==> src/sv/dfr_pkg.sv <==
// Package for the DLE frame receiver: constants, register map, controller
// states and the command/status bundles between controller and datapath.
// No dependencies.
package dfr_pkg;

    // Default frame buffer depth in bytes
    localparam int MAX_FRAME_LEN_DEF = 64;

    // Frame layout: the length byte sits at position two, the total frame
    // size is the length byte plus a fixed overhead
    localparam int LEN_INDEX    = 2;
    localparam int LEN_OVERHEAD = 7;

    // Widths of the fixed fields
    localparam int BYTE_W = 8;
    localparam int POS_W  = 6;
    // Enough for the largest frame length: 255 + overhead
    localparam int FLEN_W = 9;

    // Register map (word index) and reset values
    localparam int CFG_ADDR_W = 3;
    localparam logic [0:0] REG_ESCAPE_CODE = 1'b0;
    localparam logic [0:0] REG_START_CODE  = 1'b1;
    localparam logic [BYTE_W-1:0] ESCAPE_CODE_RST = 8'd16;
    localparam logic [BYTE_W-1:0] START_CODE_RST  = 8'd26;

    typedef enum logic [1:0] {
        ST_IDLE,
        ST_HDR,
        ST_LOAD,
        ST_EMIT
    } dfr_state_t;

    // Controller to datapath
    typedef struct packed {
        logic take;     // accept the word on the input
        logic hdr_wr;   // write the start code at position one
        logic load;     // start a readout at position zero
        logic advance;  // step to the next stored byte
    } dfr_cmd_t;

    // Datapath to controller
    typedef struct packed {
        logic restart;  // input word completes an escape-start pair
        logic complete; // input word completes the frame
        logic last;     // readout is at the final byte
    } dfr_status_t;

endpackage

==> src/sv/dfr_if.sv <==
// Valid/ready channels of the DLE frame receiver: received bytes in,
// frame bytes out. No dependencies.
interface dfr_rx_if;
    logic       valid;
    logic       ready;
    logic [7:0] rx_byte;

    modport source (output valid, output rx_byte, input ready);
    modport sink   (input valid, input rx_byte, output ready);
endinterface

interface dfr_frame_if;
    logic       valid;
    logic       ready;
    logic [7:0] frame_byte;
    logic [5:0] byte_position;
    logic       frame_last;

    modport source (output valid, output frame_byte, output byte_position,
                    output frame_last, input ready);
    modport sink   (input valid, input frame_byte, input byte_position,
                    input frame_last, output ready);
endinterface

==> src/sv/dfr_ctrl.sv <==
// Controller state machine of the DLE frame receiver.
// Depends on dfr_pkg.
module dfr_ctrl (
    input  logic                clk,
    input  logic                rst_n,
    input  logic                in_valid,
    output logic                in_ready,
    output logic                out_valid,
    input  logic                out_ready,
    input  dfr_pkg::dfr_status_t status,
    output dfr_pkg::dfr_cmd_t    cmd
);
    import dfr_pkg::*;

    dfr_state_t state_reg;
    dfr_state_t state_next;

    // State register
    always_ff @(posedge clk or negedge rst_n)
    begin
        if (!rst_n)
        begin
            state_reg <= ST_IDLE;
        end
        else
        begin
            state_reg <= state_next;
        end
    end

    // Next state and commands
    always_comb
    begin
        state_next = state_reg;
        cmd        = '0;
        in_ready   = 1'b0;
        out_valid  = 1'b0;
        unique case (state_reg)
            ST_IDLE:
            begin
                in_ready = 1'b1;
                if (in_valid)
                begin
                    cmd.take = 1'b1;
                    if (status.restart)
                    begin
                        state_next = ST_HDR;
                    end
                    else if (status.complete)
                    begin
                        state_next = ST_LOAD;
                    end
                end
            end
            ST_HDR:
            begin
                cmd.hdr_wr = 1'b1;
                state_next = ST_IDLE;
            end
            ST_LOAD:
            begin
                cmd.load   = 1'b1;
                state_next = ST_EMIT;
            end
            ST_EMIT:
            begin
                out_valid = 1'b1;
                if (out_ready)
                begin
                    if (status.last)
                    begin
                        state_next = ST_IDLE;
                    end
                    else
                    begin
                        cmd.advance = 1'b1;
                    end
                end
            end
            default:
            begin
                state_next = ST_IDLE;
            end
        endcase
    end

endmodule

==> src/sv/dfr_datapath.sv <==
// Datapath of the DLE frame receiver: escape decode, write position,
// frame buffer memory and readout index.
// Depends on dfr_pkg.
module dfr_datapath #(
    parameter int MAX_FRAME_LEN = dfr_pkg::MAX_FRAME_LEN_DEF
) (
    input  logic                        clk,
    input  logic                        rst_n,
    input  dfr_pkg::dfr_cmd_t           cmd,
    output dfr_pkg::dfr_status_t        status,
    input  logic [dfr_pkg::BYTE_W-1:0]  rx_byte,
    input  logic [dfr_pkg::BYTE_W-1:0]  escape_code,
    input  logic [dfr_pkg::BYTE_W-1:0]  start_code,
    output logic [dfr_pkg::BYTE_W-1:0]  frame_byte,
    output logic [dfr_pkg::POS_W-1:0]   byte_position,
    output logic                        frame_last
);
    import dfr_pkg::*;

    localparam int AW  = $clog2(MAX_FRAME_LEN);
    localparam int WPW = $clog2(MAX_FRAME_LEN + 1);
    localparam int LW  = ((WPW > FLEN_W) ? WPW : FLEN_W) + 1;

    logic [BYTE_W-1:0] mem [MAX_FRAME_LEN];
    logic [BYTE_W-1:0] mem_q_reg;

    logic [WPW-1:0]    wp_reg;
    logic [WPW-1:0]    wp_next;
    logic              esc_pend_reg;
    logic              esc_pend_next;
    logic [BYTE_W-1:0] lenb_reg;
    logic [AW-1:0]     last_reg;
    logic [AW-1:0]     idx_reg;

    logic              is_start;
    logic              is_dup;
    logic              do_store;
    logic [WPW-1:0]    wp_inc;
    logic              at_len;
    logic [BYTE_W-1:0] lenb_eff;
    logic [LW-1:0]     frame_len;
    logic [LW-1:0]     emit_cnt;
    logic              complete;
    logic              full;
    logic              mem_we;
    logic [AW-1:0]     mem_waddr;
    logic [BYTE_W-1:0] mem_wdata;
    logic [AW-1:0]     rd_addr;

    // Decode the incoming byte against the escape state
    always_comb
    begin
        is_start  = esc_pend_reg && (rx_byte == start_code);
        is_dup    = esc_pend_reg && !is_start && (rx_byte == escape_code);
        do_store  = !is_start && !is_dup;
        wp_inc    = wp_reg + WPW'(1);
        at_len    = (wp_reg == WPW'(LEN_INDEX));
        lenb_eff  = at_len ? rx_byte : lenb_reg;
        frame_len = LW'(lenb_eff) + LW'(LEN_OVERHEAD);
        complete  = do_store && (wp_inc > WPW'(LEN_INDEX)) && (LW'(wp_inc) >= frame_len);
        full      = (wp_inc == WPW'(MAX_FRAME_LEN));
        emit_cnt  = (frame_len > LW'(MAX_FRAME_LEN)) ? LW'(MAX_FRAME_LEN) : frame_len;
    end

    // Next write position and escape flag
    always_comb
    begin
        wp_next       = wp_reg;
        esc_pend_next = esc_pend_reg;
        if (cmd.take)
        begin
            priority if (is_start)
            begin
                wp_next       = WPW'(LEN_INDEX);
                esc_pend_next = 1'b0;
            end
            else if (is_dup)
            begin
                esc_pend_next = 1'b0;
            end
            else if (complete || full)
            begin
                wp_next       = '0;
                esc_pend_next = 1'b0;
            end
            else
            begin
                wp_next       = wp_inc;
                esc_pend_next = (rx_byte == escape_code);
            end
        end
    end

    always_ff @(posedge clk or negedge rst_n)
    begin
        if (!rst_n)
        begin
            wp_reg       <= '0;
            esc_pend_reg <= 1'b0;
        end
        else
        begin
            wp_reg       <= wp_next;
            esc_pend_reg <= esc_pend_next;
        end
    end

    // Capture the length byte and the index of the final byte
    always_ff @(posedge clk)
    begin
        if (cmd.take && do_store && at_len)
        begin
            lenb_reg <= rx_byte;
        end
        if (cmd.take && complete)
        begin
            last_reg <= AW'(emit_cnt - LW'(1));
        end
    end

    // Select the buffer write: escape byte on restart, start code next cycle
    always_comb
    begin
        mem_we    = 1'b0;
        mem_waddr = wp_reg[AW-1:0];
        mem_wdata = rx_byte;
        if (cmd.hdr_wr)
        begin
            mem_we    = 1'b1;
            mem_waddr = AW'(1);
            mem_wdata = start_code;
        end
        else if (cmd.take && is_start)
        begin
            mem_we    = 1'b1;
            mem_waddr = '0;
            mem_wdata = escape_code;
        end
        else if (cmd.take && do_store && (wp_reg < WPW'(MAX_FRAME_LEN)))
        begin
            mem_we = 1'b1;
        end
    end

    // Read address: restart, step, or hold the current byte
    always_comb
    begin
        priority if (cmd.load)
        begin
            rd_addr = '0;
        end
        else if (cmd.advance)
        begin
            rd_addr = idx_reg + AW'(1);
        end
        else
        begin
            rd_addr = idx_reg;
        end
    end

    // Frame buffer with registered read
    always_ff @(posedge clk)
    begin
        if (mem_we)
        begin
            mem[mem_waddr] <= mem_wdata;
        end
        mem_q_reg <= mem[rd_addr];
        idx_reg   <= rd_addr;
    end

    assign status.restart  = is_start;
    assign status.complete = complete;
    assign status.last     = (idx_reg == last_reg);

    assign frame_byte    = mem_q_reg;
    assign byte_position = POS_W'(idx_reg);
    assign frame_last    = (idx_reg == last_reg);

endmodule

==> src/sv/dle_frame_receiver.sv <==
// DLE frame receiver: one received byte per word in; a completed frame out
// as a burst of one stored byte per cycle while the output is ready. An ordinary
// input word is taken in the idle state; a start code after an escape also needs the
// header state (two buffer writes on one port). A completing word is followed by a
// load state, then the frame streams out; input is held off until the final byte is taken.
// Reset clears the control state and loads the escape and start codes; buffer
// contents stay undefined.
module dle_frame_receiver #(
    parameter int MAX_FRAME_LEN = dfr_pkg::MAX_FRAME_LEN_DEF
) (
    input  logic                            clk,
    input  logic                            rst_n,
    dfr_rx_if.sink                          rx,
    dfr_frame_if.source                     frame,
    input  logic                            psel,
    input  logic                            penable,
    input  logic                            pwrite,
    input  logic [dfr_pkg::CFG_ADDR_W-1:0]  paddr,
    input  logic [31:0]                     pwdata,
    output logic [31:0]                     prdata,
    output logic                            pready
);
    import dfr_pkg::*;

    logic [BYTE_W-1:0] escape_code_reg;
    logic [BYTE_W-1:0] start_code_reg;
    logic              cfg_wr;
    dfr_cmd_t          cmd;
    dfr_status_t       status;

    // Configuration registers
    assign pready = 1'b1;
    assign cfg_wr = psel && penable && pwrite;

    always_ff @(posedge clk or negedge rst_n)
    begin
        if (!rst_n)
        begin
            escape_code_reg <= ESCAPE_CODE_RST;
            start_code_reg  <= START_CODE_RST;
        end
        else if (cfg_wr)
        begin
            unique case (paddr[2])
                REG_ESCAPE_CODE: escape_code_reg <= pwdata[BYTE_W-1:0];
                REG_START_CODE:  start_code_reg  <= pwdata[BYTE_W-1:0];
                default:         escape_code_reg <= escape_code_reg;
            endcase
        end
    end

    // Register readback
    always_comb
    begin
        unique case (paddr[2])
            REG_ESCAPE_CODE: prdata = {24'd0, escape_code_reg};
            REG_START_CODE:  prdata = {24'd0, start_code_reg};
            default:         prdata = '0;
        endcase
    end

    dfr_ctrl u_ctrl (
        .clk       (clk),
        .rst_n     (rst_n),
        .in_valid  (rx.valid),
        .in_ready  (rx.ready),
        .out_valid (frame.valid),
        .out_ready (frame.ready),
        .status    (status),
        .cmd       (cmd)
    );

    dfr_datapath #(
        .MAX_FRAME_LEN (MAX_FRAME_LEN)
    ) u_datapath (
        .clk           (clk),
        .rst_n         (rst_n),
        .cmd           (cmd),
        .status        (status),
        .rx_byte       (rx.rx_byte),
        .escape_code   (escape_code_reg),
        .start_code    (start_code_reg),
        .frame_byte    (frame.frame_byte),
        .byte_position (frame.byte_position),
        .frame_last    (frame.frame_last)
    );

    // Input is never taken while a frame is being emitted
    a_no_overlap: assert property (@(posedge clk) disable iff (!rst_n)
        !(rx.ready && frame.valid))
        else $error("input ready during frame readout");

    // After the final byte the receiver returns to taking input
    a_last_then_idle: assert property (@(posedge clk) disable iff (!rst_n)
        (frame.valid && frame.ready && frame.frame_last) |=> rx.ready)
        else $error("receiver not idle after final byte");

    // Positions within a burst step by one
    a_pos_step: assert property (@(posedge clk) disable iff (!rst_n)
        (frame.valid && frame.ready && !frame.frame_last) |=>
        (frame.valid && (frame.byte_position == $past(frame.byte_position) + 6'd1)))
        else $error("byte position did not advance by one");

endmodule
==> src/flat_wrapper.sv <==
// flat-port wrapper written by rule: the top's interface ports become plain ports
module dle_frame_receiver_flat import dfr_pkg::*;
#(
    parameter int MAX_FRAME_LEN = dfr_pkg::MAX_FRAME_LEN_DEF
)
  (clk, rst_n, psel, penable, pwrite, paddr, pwdata, prdata, pready, rx_valid, rx_rx_byte, rx_ready, frame_valid, frame_frame_byte, frame_byte_position, frame_frame_last, frame_ready);
  dfr_rx_if rx_i ();
  dfr_frame_if frame_i ();
  input  logic clk;
  input  logic rst_n;
  input  logic psel;
  input  logic penable;
  input  logic pwrite;
  input  logic [dfr_pkg::CFG_ADDR_W-1:0] paddr;
  input  logic [31:0] pwdata;
  output logic [31:0] prdata;
  output logic pready;
  input wire logic [$bits(rx_i.valid)-1:0] rx_valid;
  input wire logic [$bits(rx_i.rx_byte)-1:0] rx_rx_byte;
  output wire logic [$bits(rx_i.ready)-1:0] rx_ready;
  output wire logic [$bits(frame_i.valid)-1:0] frame_valid;
  output wire logic [$bits(frame_i.frame_byte)-1:0] frame_frame_byte;
  output wire logic [$bits(frame_i.byte_position)-1:0] frame_byte_position;
  output wire logic [$bits(frame_i.frame_last)-1:0] frame_frame_last;
  input wire logic [$bits(frame_i.ready)-1:0] frame_ready;
  assign rx_i.valid = rx_valid;
  assign rx_i.rx_byte = rx_rx_byte;
  assign rx_ready = rx_i.ready;
  assign frame_valid = frame_i.valid;
  assign frame_frame_byte = frame_i.frame_byte;
  assign frame_byte_position = frame_i.byte_position;
  assign frame_frame_last = frame_i.frame_last;
  assign frame_i.ready = frame_ready;
  dle_frame_receiver #(.MAX_FRAME_LEN(MAX_FRAME_LEN)) u_core (.clk(clk), .rst_n(rst_n), .rx(rx_i), .frame(frame_i), .psel(psel), .penable(penable), .pwrite(pwrite), .paddr(paddr), .pwdata(pwdata), .prdata(prdata), .pready(pready));
endmodule
==> config.mk <==
export PLATFORM = sky130hd
export DESIGN_NAME = dle_frame_receiver_flat
export DESIGN_NICKNAME = d
export VERILOG_FILES = /design/src/sv/dfr_pkg.sv /design/src/sv/dfr_if.sv /design/src/sv/dfr_ctrl.sv /design/src/sv/dfr_datapath.sv /design/src/sv/dle_frame_receiver.sv /design/src/flat_wrapper.sv
export SDC_FILE = /design/constraint.sdc
export NUM_CORES = 1
export LEC_CHECK = 0
export BUFFER_PORTS_ARGS = -buffer_cell sky130_fd_sc_hd__buf_4
export CAP_MARGIN = 20
export CORE_ASPECT_RATIO = 0.9
export CORE_MARGIN = 1.5
export CORE_UTILIZATION = 50
export CTS_CLUSTER_DIAMETER = 40
export DETAILED_ROUTE_END_ITERATION = 8
export PLACE_DENSITY_LB_ADDON = 0.12
export SLEW_MARGIN = 30
export SYNTH_ARGS = -nofsm -noshare
export SYNTH_HDL_FRONTEND = slang
export SYNTH_HIERARCHICAL = 1
export SYNTH_SLANG_ARGS = --single-unit
export TNS_END_PERCENT = 5
==> constraint.sdc <==
create_clock -name clk -period 4.6 [get_ports clk]
set_input_delay 0 -clock clk [delete_from_list [all_inputs] [get_ports clk]]
set_output_delay 0 -clock clk [all_outputs]
set_load 0.02 [all_outputs]
# --- Word level (Yosys, flattened, before mapping) ---
# Memories as Yosys holds them, arrays and structs flattened. A register that Yosys moved wholly into a read port is not among the register bits.
# Index checks and enable logic that the tools add are counted.
word_totals:
  register_bits: 46
  ram_bits: 512
  in_bits: 50
  output_inout_bits: 50
  word_cells: 87
  memories: 1
memory_table:
  columns: ["name", "words", "word_bits", "rd", "rd_ports_with_merged_regs", "wr", "line_no", "text"]
  rows:
  - ["u_core.u_datapath.mem", 64, 8, 1, 1, 1, "dfr_datapath.sv:24", "logic [BYTE_W-1:0] mem [MAX_FRAME_LEN];"]
op_classes:
  add_sub_neg: 4
  n_lt_le_gt_ge: 4
  eq_ne: 13
  muxes: 35
  bitwise: 1
  reduce_logical: 21
op_table:
  columns: ["cell", "count"]
  rows:
  - ["one-hot mux 32 bit (2 select lines)", 1]
  - ["2-to-1 mux 6 bit", 5]
  - ["2-to-1 mux 8 bit", 3]
  - ["2-to-1 mux 7 bit", 3]
  - ["2-to-1 mux 1 bit", 17]
  - ["== test 8 bit", 2]
  - ["logical AND 1 bit", 13]
  - ["2-to-1 mux 2 bit", 5]
  - ["adder 8 x 3 -> 9 bit, second input constant", 1]
  - [">= comparator 7 x 9 -> 1 bit", 1]
  - ["> comparator 9 x 7 -> 1 bit, second input constant", 1]
  - ["!= test 2 bit, second input constant", 4]
  - ["one-hot mux 2 bit (4 select lines)", 1]
  - ["adder 7 x 1 -> 7 bit, second input constant", 1]
  - ["== test 7 x 2 -> 1 bit, second input constant", 1]
  - ["== test 7 bit, second input constant", 1]
  - ["> comparator 7 x 2 -> 1 bit, second input constant", 1]
  - ["< comparator 7 bit, second input constant", 1]
  - ["adder 6 x 1 -> 6 bit, second input constant", 1]
  - ["== test 6 bit", 1]
  - ["AND reduction 2 bit", 3]
  - ["subtractor 6 x 1 -> 6 bit, second input constant", 1]
  - ["== test 2 bit, second input constant", 2]
  - ["AND reduction 4 bit", 1]
  - ["other kinds (6)", 7]

# --- Logic depth before layout (Yosys ltp) ---
# Gate-level depths: netlist (run 1).
depth:
  ltp_word: 14
  ltp_mapped: 18
  mapped_depth_nobuf: 15

# --- Hierarchy ---
# The synthesis (run 1) kept the hierarchy.
modules_own_cells:
  columns: ["module", "instances", "cells_each", "area_per_inst_um2", "seq_area_each_um2"]
  rows:
  - ["dfr_datapath", 1, 1556, 22824.4, 16275.6]
  - ["dle_frame_receiver", 1, 70, 927.1, 405.4]
  - ["dfr_ctrl", 1, 13, 123.9, 50.0]

# --- Worst setup path after synthesis (run 1) ---
# OpenSTA, ideal clock, no wires.
synth_timing:
  kind: "register -> register"
  startpoint: "register u_core.start_code_reg[4]"
  endpoint: "memory u_core.u_datapath.mem[0][3] (data pin)"
  setup_ns: 0.702
  arrival_ns: 4.350
  required_time_ns: 3.898
  path_slack_ns: -0.451
  stages_incl_launch_ff: 9
  path_buffers: 1
  synth_period_minus_slack_ns: 5.051
  path_cell_list: "dfstp_2 -> xnor2_1 -> nand4_1 -> or3_1 -> inv_1 -> nand2_1 -> buf_2 -> mux2i_1 -> o21ai_0"
synth_via:
  elab_chain_len: 5
synth_lines:
  columns: ["item", "line_no", "text"]
  rows:
  - ["start: declaration", "dle_frame_receiver.sv:26", "logic [BYTE_W-1:0] start_code_reg;"]
  - ["start signal: assignment", "dle_frame_receiver.sv:46", "REG_START_CODE: start_code_reg <= pwdata[BYTE_W-1:0];"]
  - ["== test 8 bit", "dfr_datapath.sv:53", "is_start = esc_pend_reg && (rx_byte == start_code);"]
  - ["logical AND 1 bit", "dfr_datapath.sv:53", null]
  - ["named net u_core.u_datapath.is_start", "dfr_datapath.sv:35", "logic is_start;"]
  - ["logical AND 1 bit", "dfr_datapath.sv:133", "else if (cmd.take && is_start)"]
  - ["2-to-1 mux 8 bit", "dfr_datapath.sv:133", null]
  - ["2-to-1 mux 8 bit", "dfr_datapath.sv:127", "if (cmd.hdr_wr)"]
  - ["named net u_core.u_datapath.mem_wdata[3]", "dfr_datapath.sv:47", "logic [BYTE_W-1:0] mem_wdata;"]
  - ["end: declaration", "dfr_datapath.sv:24", null]
# The timed path passes the listed nets, and every way through them passes these cells.

==> flow_summary_export.csv, run 1 <==
group,metric,value,unit
run_status,status,"finished, final reports clean",
floorplanning,die_w,233,µm
logic_synthesis,syn_area_per_cell,14.6,µm²
logic_synthesis,async_flop_share,4.59,%
timing,hold_viol,0,
cells_and_area,regMostFlops,"u_core/u_datapath/mem",
global_route,grt_pass1_vias,14086,
route,num_vias,14244,
route,drtAntennaViolNets,0,
critical_path,r2r_cells,16,
logic_synthesis,synth_top_family_by_area,"simple AND/OR/NAND/NOR gates",
floorplanning,io_pins,100,
logic_synthesis,synth_cells,1639,
cells_and_area,final_cells,2423,
floorplanning,row_count,75,
floorplanning,start_util,50.9,%
logic_synthesis,synth-simple-area-share,10.5,%
logic_synthesis,synthTopCellsByArea,"edfxtp_1 (66%), mux4_2 (4.5%), nand2_1 (3.9%)",
timing,worst_pin_slew,0.962,ns
global_route,grtUsageMet2,36.9,%
placement,port_buffers,48,
power_and_ir_drop,p_per_area,551,mW/mm²
critical_path,cp-end-kind,"flip-flop",
critical_path,crit_fanout,13,
timing,rsz0062_at_grt,"false",
cells_and_area,area_growth,16.5,%
power_and_ir_drop,leakage,9.49,nW
cells_and_area,final_nets,1809,
logic_synthesis,yosysTopAreaCell,"edfxtp_1",
global_route,busiest_layer,"met2",
logic_synthesis,synthFlopType,"edfxtp_1",
placement,hpwl,35900,µm
power_and_ir_drop,peakVddDrop,0.431,mV
clocking,h-tree-depth,3,
flow_run,drv_cap,0,
route,drc,0,
logic_synthesis,synth_compound_area_share,5.69,%
route,routed_wl,58500,µm
critical_path,crit_path_start,"u_core/u_datapath/wp_reg[0]",
route,via_per_inst,5.88,
timing,setup_viol_count_final,0,
critical_path,worstPathArrival,4.61,ns
global_route,grt_pass1_wl,87500,µm
cells_and_area,final_util,59.3,%
critical_path,crit_type,"reg2reg",
timing,finalMaxSlewViolations,0,
timing,period_needed,4.14,ns
critical_path,ff2ff_setup_slack,0.46,ns
logic_synthesis,synth_fa_ha_area_share,0.734,%
route,drt_iter0_markers,1248,
clocking,clk_latency,0.61,ns
logic_synthesis,ys_types,73,
global_route,grt_max_degree,79,
critical_path,start_kind,"flip-flop",
route,drt-pass1-iter-count,5,
global_route,antenna_found_initial,1,
placement,routabilityCongestion,0.814,
cells_and_area,layout-drive-gt1-share,19.3,%
global_route,use_met3,5.57,%
global_route,track_usage,24.4,%
floorplanning,fp.dieArea,0.0491,mm²
logic_synthesis,synth_top_area_share,66.2,%
critical_path,cp-endpoint,"u_core/u_ctrl/state_reg[1]",
clocking,clk_pin_slew_worst_paths,0.04,ns
clocking,cts-root-buf,"clkbuf_16",
clocking,clockBufferDepth,3,
clocking,postCtsSetupBuffers,0,
timing,relSlewSlack,35.6,%
logic_synthesis,muxShareOfSynthArea,8.78,%
logic_synthesis,ys_seq_area_share,70.1,%
logic_synthesis,synth_edf_count,526,
logic_synthesis,synth-xor-area-share,1.25,%
floorplanning,die_h,210,µm
timing,max_freq,241,MHz
critical_path,worstPathRequired,5.06,ns
route,wl_per_cell,24.1,µm
clocking,cts.sinks,566,
global_route,overflow,0,
logic_synthesis,yosys_warnings,6,
timing,hold_slack,0.208,ns
power_and_ir_drop,power,15.3,mW
critical_path,r2r-start,"u_core/u_datapath/wp_reg[0]",
cells_and_area,antennaDiodeCount,0,
cells_and_area,largest_register_ffs,512,
timing,clock_skew,0.0311,ns
logic_synthesis,syn_area,0.0239,mm²
global_route,grtUsageMet1,35.0,%
timing,period_share,90.1,%
critical_path,r2r-end,"u_core/u_ctrl/state_reg[1]",
clocking,cts_tree,"done",
placement,dp_cells,2255,
min_path,worstHoldStart,"pwdata[0]",
floorplanning,core-area,0.0469,mm²
clocking,cts_buffers,75,
min_path,hp-class,"in2reg",
logic_synthesis,ys_seq_elements,566,
[placed cells by master (no fill, tap or decap), types with 6 or more instances in the layout]
cell type	n
mux2_1	11
buf_4	92
inv_6	9
clkinv_1	14
a21oi_1	68
clkbuf_1	8
a32oi_1	15
a22oi_1	7
ha_1	14
o22a_1	16
nor3_1	24
mux2i_1	37
clkinvlp_4	9
and3_1	6
nand2_1	246
clkbuf_16	77
clkinv_2	8
dfrtp_1	22
a221oi_1	14
nand4_1	16
xor2_1	7
dlygate4sd3_1	28
o211ai_1	22
xnor2_1	27
o21ai_0	9
nand3_1	107
or4_1	10
nor2_1	87
bufinv_16	7
conb_1	25
buf_12	6
mux2_2	45
mux4_2	48
inv_1	14
dfxtp_1	14
edfxtp_1	526
o21ai_4	8
nor2b_1	8
[timing repair]
item,CTS,global route
hold endpoints to repair,55,0
hold buffers,29,0
gates resized for setup,0,0
[Yosys cell counts (11+ instances only)]
library cell,n
a21oi_1,68
a221oi_1,14
a32oi_1,15
buf_2,23
buf_4,33
clkbuf_1,52
dfrtp_1,22
dfxtp_1,14
edfxtp_1,526
ha_1,14
inv_1,14
mux2_1,11
mux2_2,45
mux2i_1,37
mux4_2,48
nand2_1,246
nand3_1,107
nand4_1,16
nor2_1,89
nor3_1,24
o211ai_1,22
o21ai_0,17
o22a_1,16
xnor2_1,27
[worst min path at each step]
stage / slack [ns] / depth (start not counted) / end
final: 0.21 / 3 / u_core/start_code_reg[0]
after global placement: -0.06 / 1 / u_core/u_ctrl/state_reg[0]
after floorplan: -0.30 / 0 / u_core/escape_code_reg[0]
after global routing: 0.19 / 3 / u_core/start_code_reg[0]
after CTS: 0.18 / 2 / u_core/u_datapath/lenb_reg[5]
after detailed placement: -0.06 / 1 / u_core/u_ctrl/state_reg[0]
[layer usage]
metal / vias up / wire (µm)
met5: - / 11
met4: 2 / 1660
met3: 98 / 4360
met2: 515 / 26900
met1: 7211 / 25600
li1: 6418 / -
[through the flow]
step	TNS [ns]	setup WS, ns	area (µm²)
5_1_grt	0	0.152	27800
3_5_place_dp	0	0.359	25000
3_3_place_gp	0	0.474	25000
2_1_floorplan	-172.51	-0.450	24000
6_report	0	0.455	27800
4_1_cts	0	0.342	27800
[kinds of logic (layout without fill, tap and decap cells)]
logic type | count (synthesis) | after routing
DFF | 566 | 566
other | 2 | 25
muxes | 142 | 142
AOI/OAI and AO/OA | 198 | 198
xor gates and xnor gates | 34 | 34
adders and majority gates | 14 | 14
and+or+nand+nor | 544 | 544
buffers and inverters | 139 | 284
[where the power goes]
part / total (mW) / switching [mW] / leakage (nW) / internal [mW]
Combinational: 2.95 / 2.00 / 3.11 / 0.943
Sequential: 6.60 / 0.182 / 5.18 / 6.42
Clock: 5.76 / 2.23 / 1.20 / 3.53
[final cells by class]
cell class	instances	area (µm²)
clock buffers	87	1980
clock inverters	52	529
fillers	3573	19100
inverters	19	77.6
multi-input cells	957	6620
flip-flops and latches	566	16700
well taps	616	771
repair buffers	126	1090
[critical path, cell delays in order, from the launching register on]
cell and delay [ns]:
dfrtp_1 0.60, inv_1 0.15, ha_1 0.23, nand3_1 0.15
mux2i_1 0.39, inv_1 0.08, ha_1 0.34, inv_1 0.08
ha_1 0.27, a21o_1 0.16, a211oi_1 0.21, o21ai_0 0.14
nand2_1 0.15, nor3_1 0.07, nor2b_1 0.18, a32o_1 0.27
dlygate4sd3_1 0.55
Power figures use the tool's default switching activity.
==> run 2: changes to the inputs <==
--- a/config.mk
+++ b/config.mk
@@ -12,7 +12,7 @@
 export CORE_UTILIZATION = 50
 export CTS_CLUSTER_DIAMETER = 40
 export DETAILED_ROUTE_END_ITERATION = 8
-export PLACE_DENSITY_LB_ADDON = 0.12
+export PLACE_DENSITY = 0.72
 export SLEW_MARGIN = 30
 export SYNTH_ARGS = -nofsm -noshare
 export SYNTH_HDL_FRONTEND = slang
==> flow_summary_export.csv, run 2 (synthesis gave the netlist of run 1 again) <==
group,metric,value,unit
critical_path,cp-end-kind,"flip-flop",
global_route,grt_pass1_wl,86600,µm
route,drc,0,
critical_path,worstPathRequired,5.05,ns
floorplanning,start_util,50.9,%
timing,rsz0062_at_grt,"false",
cells_and_area,finish.instance_area,0.0276,mm²
global_route,grtUsageMet2,36.0,%
global_route,grt_max_degree,79,
critical_path,worstPathArrival,4.69,ns
timing,hold_viol,0,
power_and_ir_drop,leakage,9.38,nW
clocking,clk_latency,0.59,ns
global_route,busiest_layer,"met2",
route,drt_iter0_markers,1766,
clocking,cts-root-buf,"clkbuf_16",
floorplanning,die_h,210,µm
placement,routabilityCongestion,0.848,
route,routed_wl,56900,µm
route,drt-pass1-iter-count,5,
timing,setup_viol_count_final,0,
cells_and_area,largest_register_ffs,512,
global_route,grtUsageMet1,34.0,%
min_path,hp-class,"in2reg",
clocking,cts-resized-gates,0,
global_route,grt_pass1_vias,14238,
global_route,use_met3,5.71,%
timing,hold_slack,0.210,ns
cells_and_area,final_cell_mix,"edfxtp_1 (526), nand2_1 (246), nand3_1 (107)",
clocking,cts_tree,"done",
placement,port_buffers,48,
floorplanning,row_count,75,
timing,worst_pin_slew,0.984,ns
critical_path,r2r_cells,16,
cells_and_area,final_cells,2404,
timing,finalMaxSlewViolations,0,
cells_and_area,mostFrequentLayoutCell,"edfxtp_1",
cells_and_area,regMostFlops,"u_core/u_datapath/mem",
cells_and_area,final_nets,1796,
critical_path,crit_fanout,13,
critical_path,start_kind,"flip-flop",
route,num_vias,14606,
floorplanning,core-area,0.0469,mm²
placement,detailed_place.area,0.0249,mm²
clocking,clockBufferDepth,3,
min_path,holdPathStages,3,
clocking,cts.sinks,566,
timing,period_needed,4.25,ns
power_and_ir_drop,p_per_area,546,mW/mm²
power_and_ir_drop,peakVddDrop,0.345,mV
route,via_per_inst,6.08,
clocking,hold_buffers,32,
critical_path,slowest_stage,"dfrtp_1",
clocking,cts_buffers,69,
run_status,status,"finished, final reports clean",
critical_path,crit_type,"reg2reg",
global_route,track_usage,23.8,%
critical_path,crit_chain,"inv_1 > ha_1 > nand3_1 > mux2i_1 > inv_1 > ha_1 > inv_1 > ha_1 > a21o_1 > a211oi_1 > o21ai_0 > nand2_1 > nor3_1 > nor2b_1 > a32o_1 > dlygate4sd3_1",
global_route,antenna_found_initial,0,
cells_and_area,antennaDiodeCount,0,
floorplanning,fp.dieArea,0.0491,mm²
floorplanning,io_pins,100,
timing,period_share,92.3,%
timing,max_freq,236,MHz
clocking,postCtsSetupBuffers,0,
cells_and_area,layout-drive-gt1-share,18.6,%
flow_run,drv_cap,0,
placement,hpwl,34500,µm
critical_path,critPathMaxStageDelay,0.63,ns
floorplanning,die_w,233,µm
placement,dp_cells,2244,
route,drtAntennaViolNets,0,
timing,relSlewSlack,34.2,%
clocking,h-tree-depth,3,
clocking,clk_pin_slew_worst_paths,0.05,ns
timing,clock_skew,0.0331,ns
route,wl_per_cell,23.7,µm
global_route,overflow,0,
cells_and_area,area_growth,15.6,%
-- run 2: final cells by class --
class | instances | area (µm²)
fillers | 3539 | 19300
clock buffers | 88 | 1860
flip-flops and latches | 566 | 16700
well taps | 616 | 771
clock inverters | 39 | 493
multi-input cells | 957 | 6630
inverters | 19 | 76.3
repair buffers | 119 | 1040
-- run 2: critical path, delay by kind of cell (launching register included) --
kind	cells	cell delay, ns
mux	1	0.40
compound gates	4	0.79
flops	1	0.63
simple gates	4	0.56
buf+inv	4	0.87
fa+ha+maj	3	0.86
-- run 2: per-layer routing --
| layer | vias to the layer above | share of wire, % |
|---|---|---|
| met5 | - | 0 |
| met4 | 0 | 3.2 |
| met3 | 116 | 10 |
| met2 | 810 | 46 |
| met1 | 7287 | 41 |
| li1 | 6393 | - |
-- run 2: per-stage QoR --
stage	setup TNS, ns	util, %	setup slack [ns]	total power [mW]
floorplan	-172.51	-	-0.450	8.53
detailed placement	0	53.1	0.407	9.57
global route	0	58.8	0.0907	15.6
finish	0	58.8	0.354	15.1
CTS	0	58.8	0.390	15.1
global placement	0	53.1	0.473	9.43
-- run 2: worst paths after layout --
| kind | from | end | slack (ns) |
|---|---|---|---|
| worst max-delay path | u_core/u_datapath/wp_reg[0] | u_core/u_ctrl/state_reg[1] | 0.35 |
| worst min-delay path | pwdata[6] | u_core/escape_code_reg[6] | 0.21 |
| worst max register to register | u_core/u_datapath/wp_reg[0] | u_core/u_ctrl/state_reg[1] | 0.35 |
| worst min register to register | u_core/u_datapath/esc_pend_reg | u_core/u_datapath/esc_pend_reg | 0.57 |
| max in group asynchronous | rst_n | u_core/u_datapath/wp_reg[2] | 3.56 |
| min in group asynchronous | rst_n | u_core/start_code_reg[4] | 0.48 |
-- run 2: power breakdown --
group	total [mW]	leakage (nW)	internal, mW	switching, mW
sequential	6.62	5.18	6.42	0.203
clock	5.50	1.14	3.37	2.13
combinational	2.95	3.07	0.953	1.99
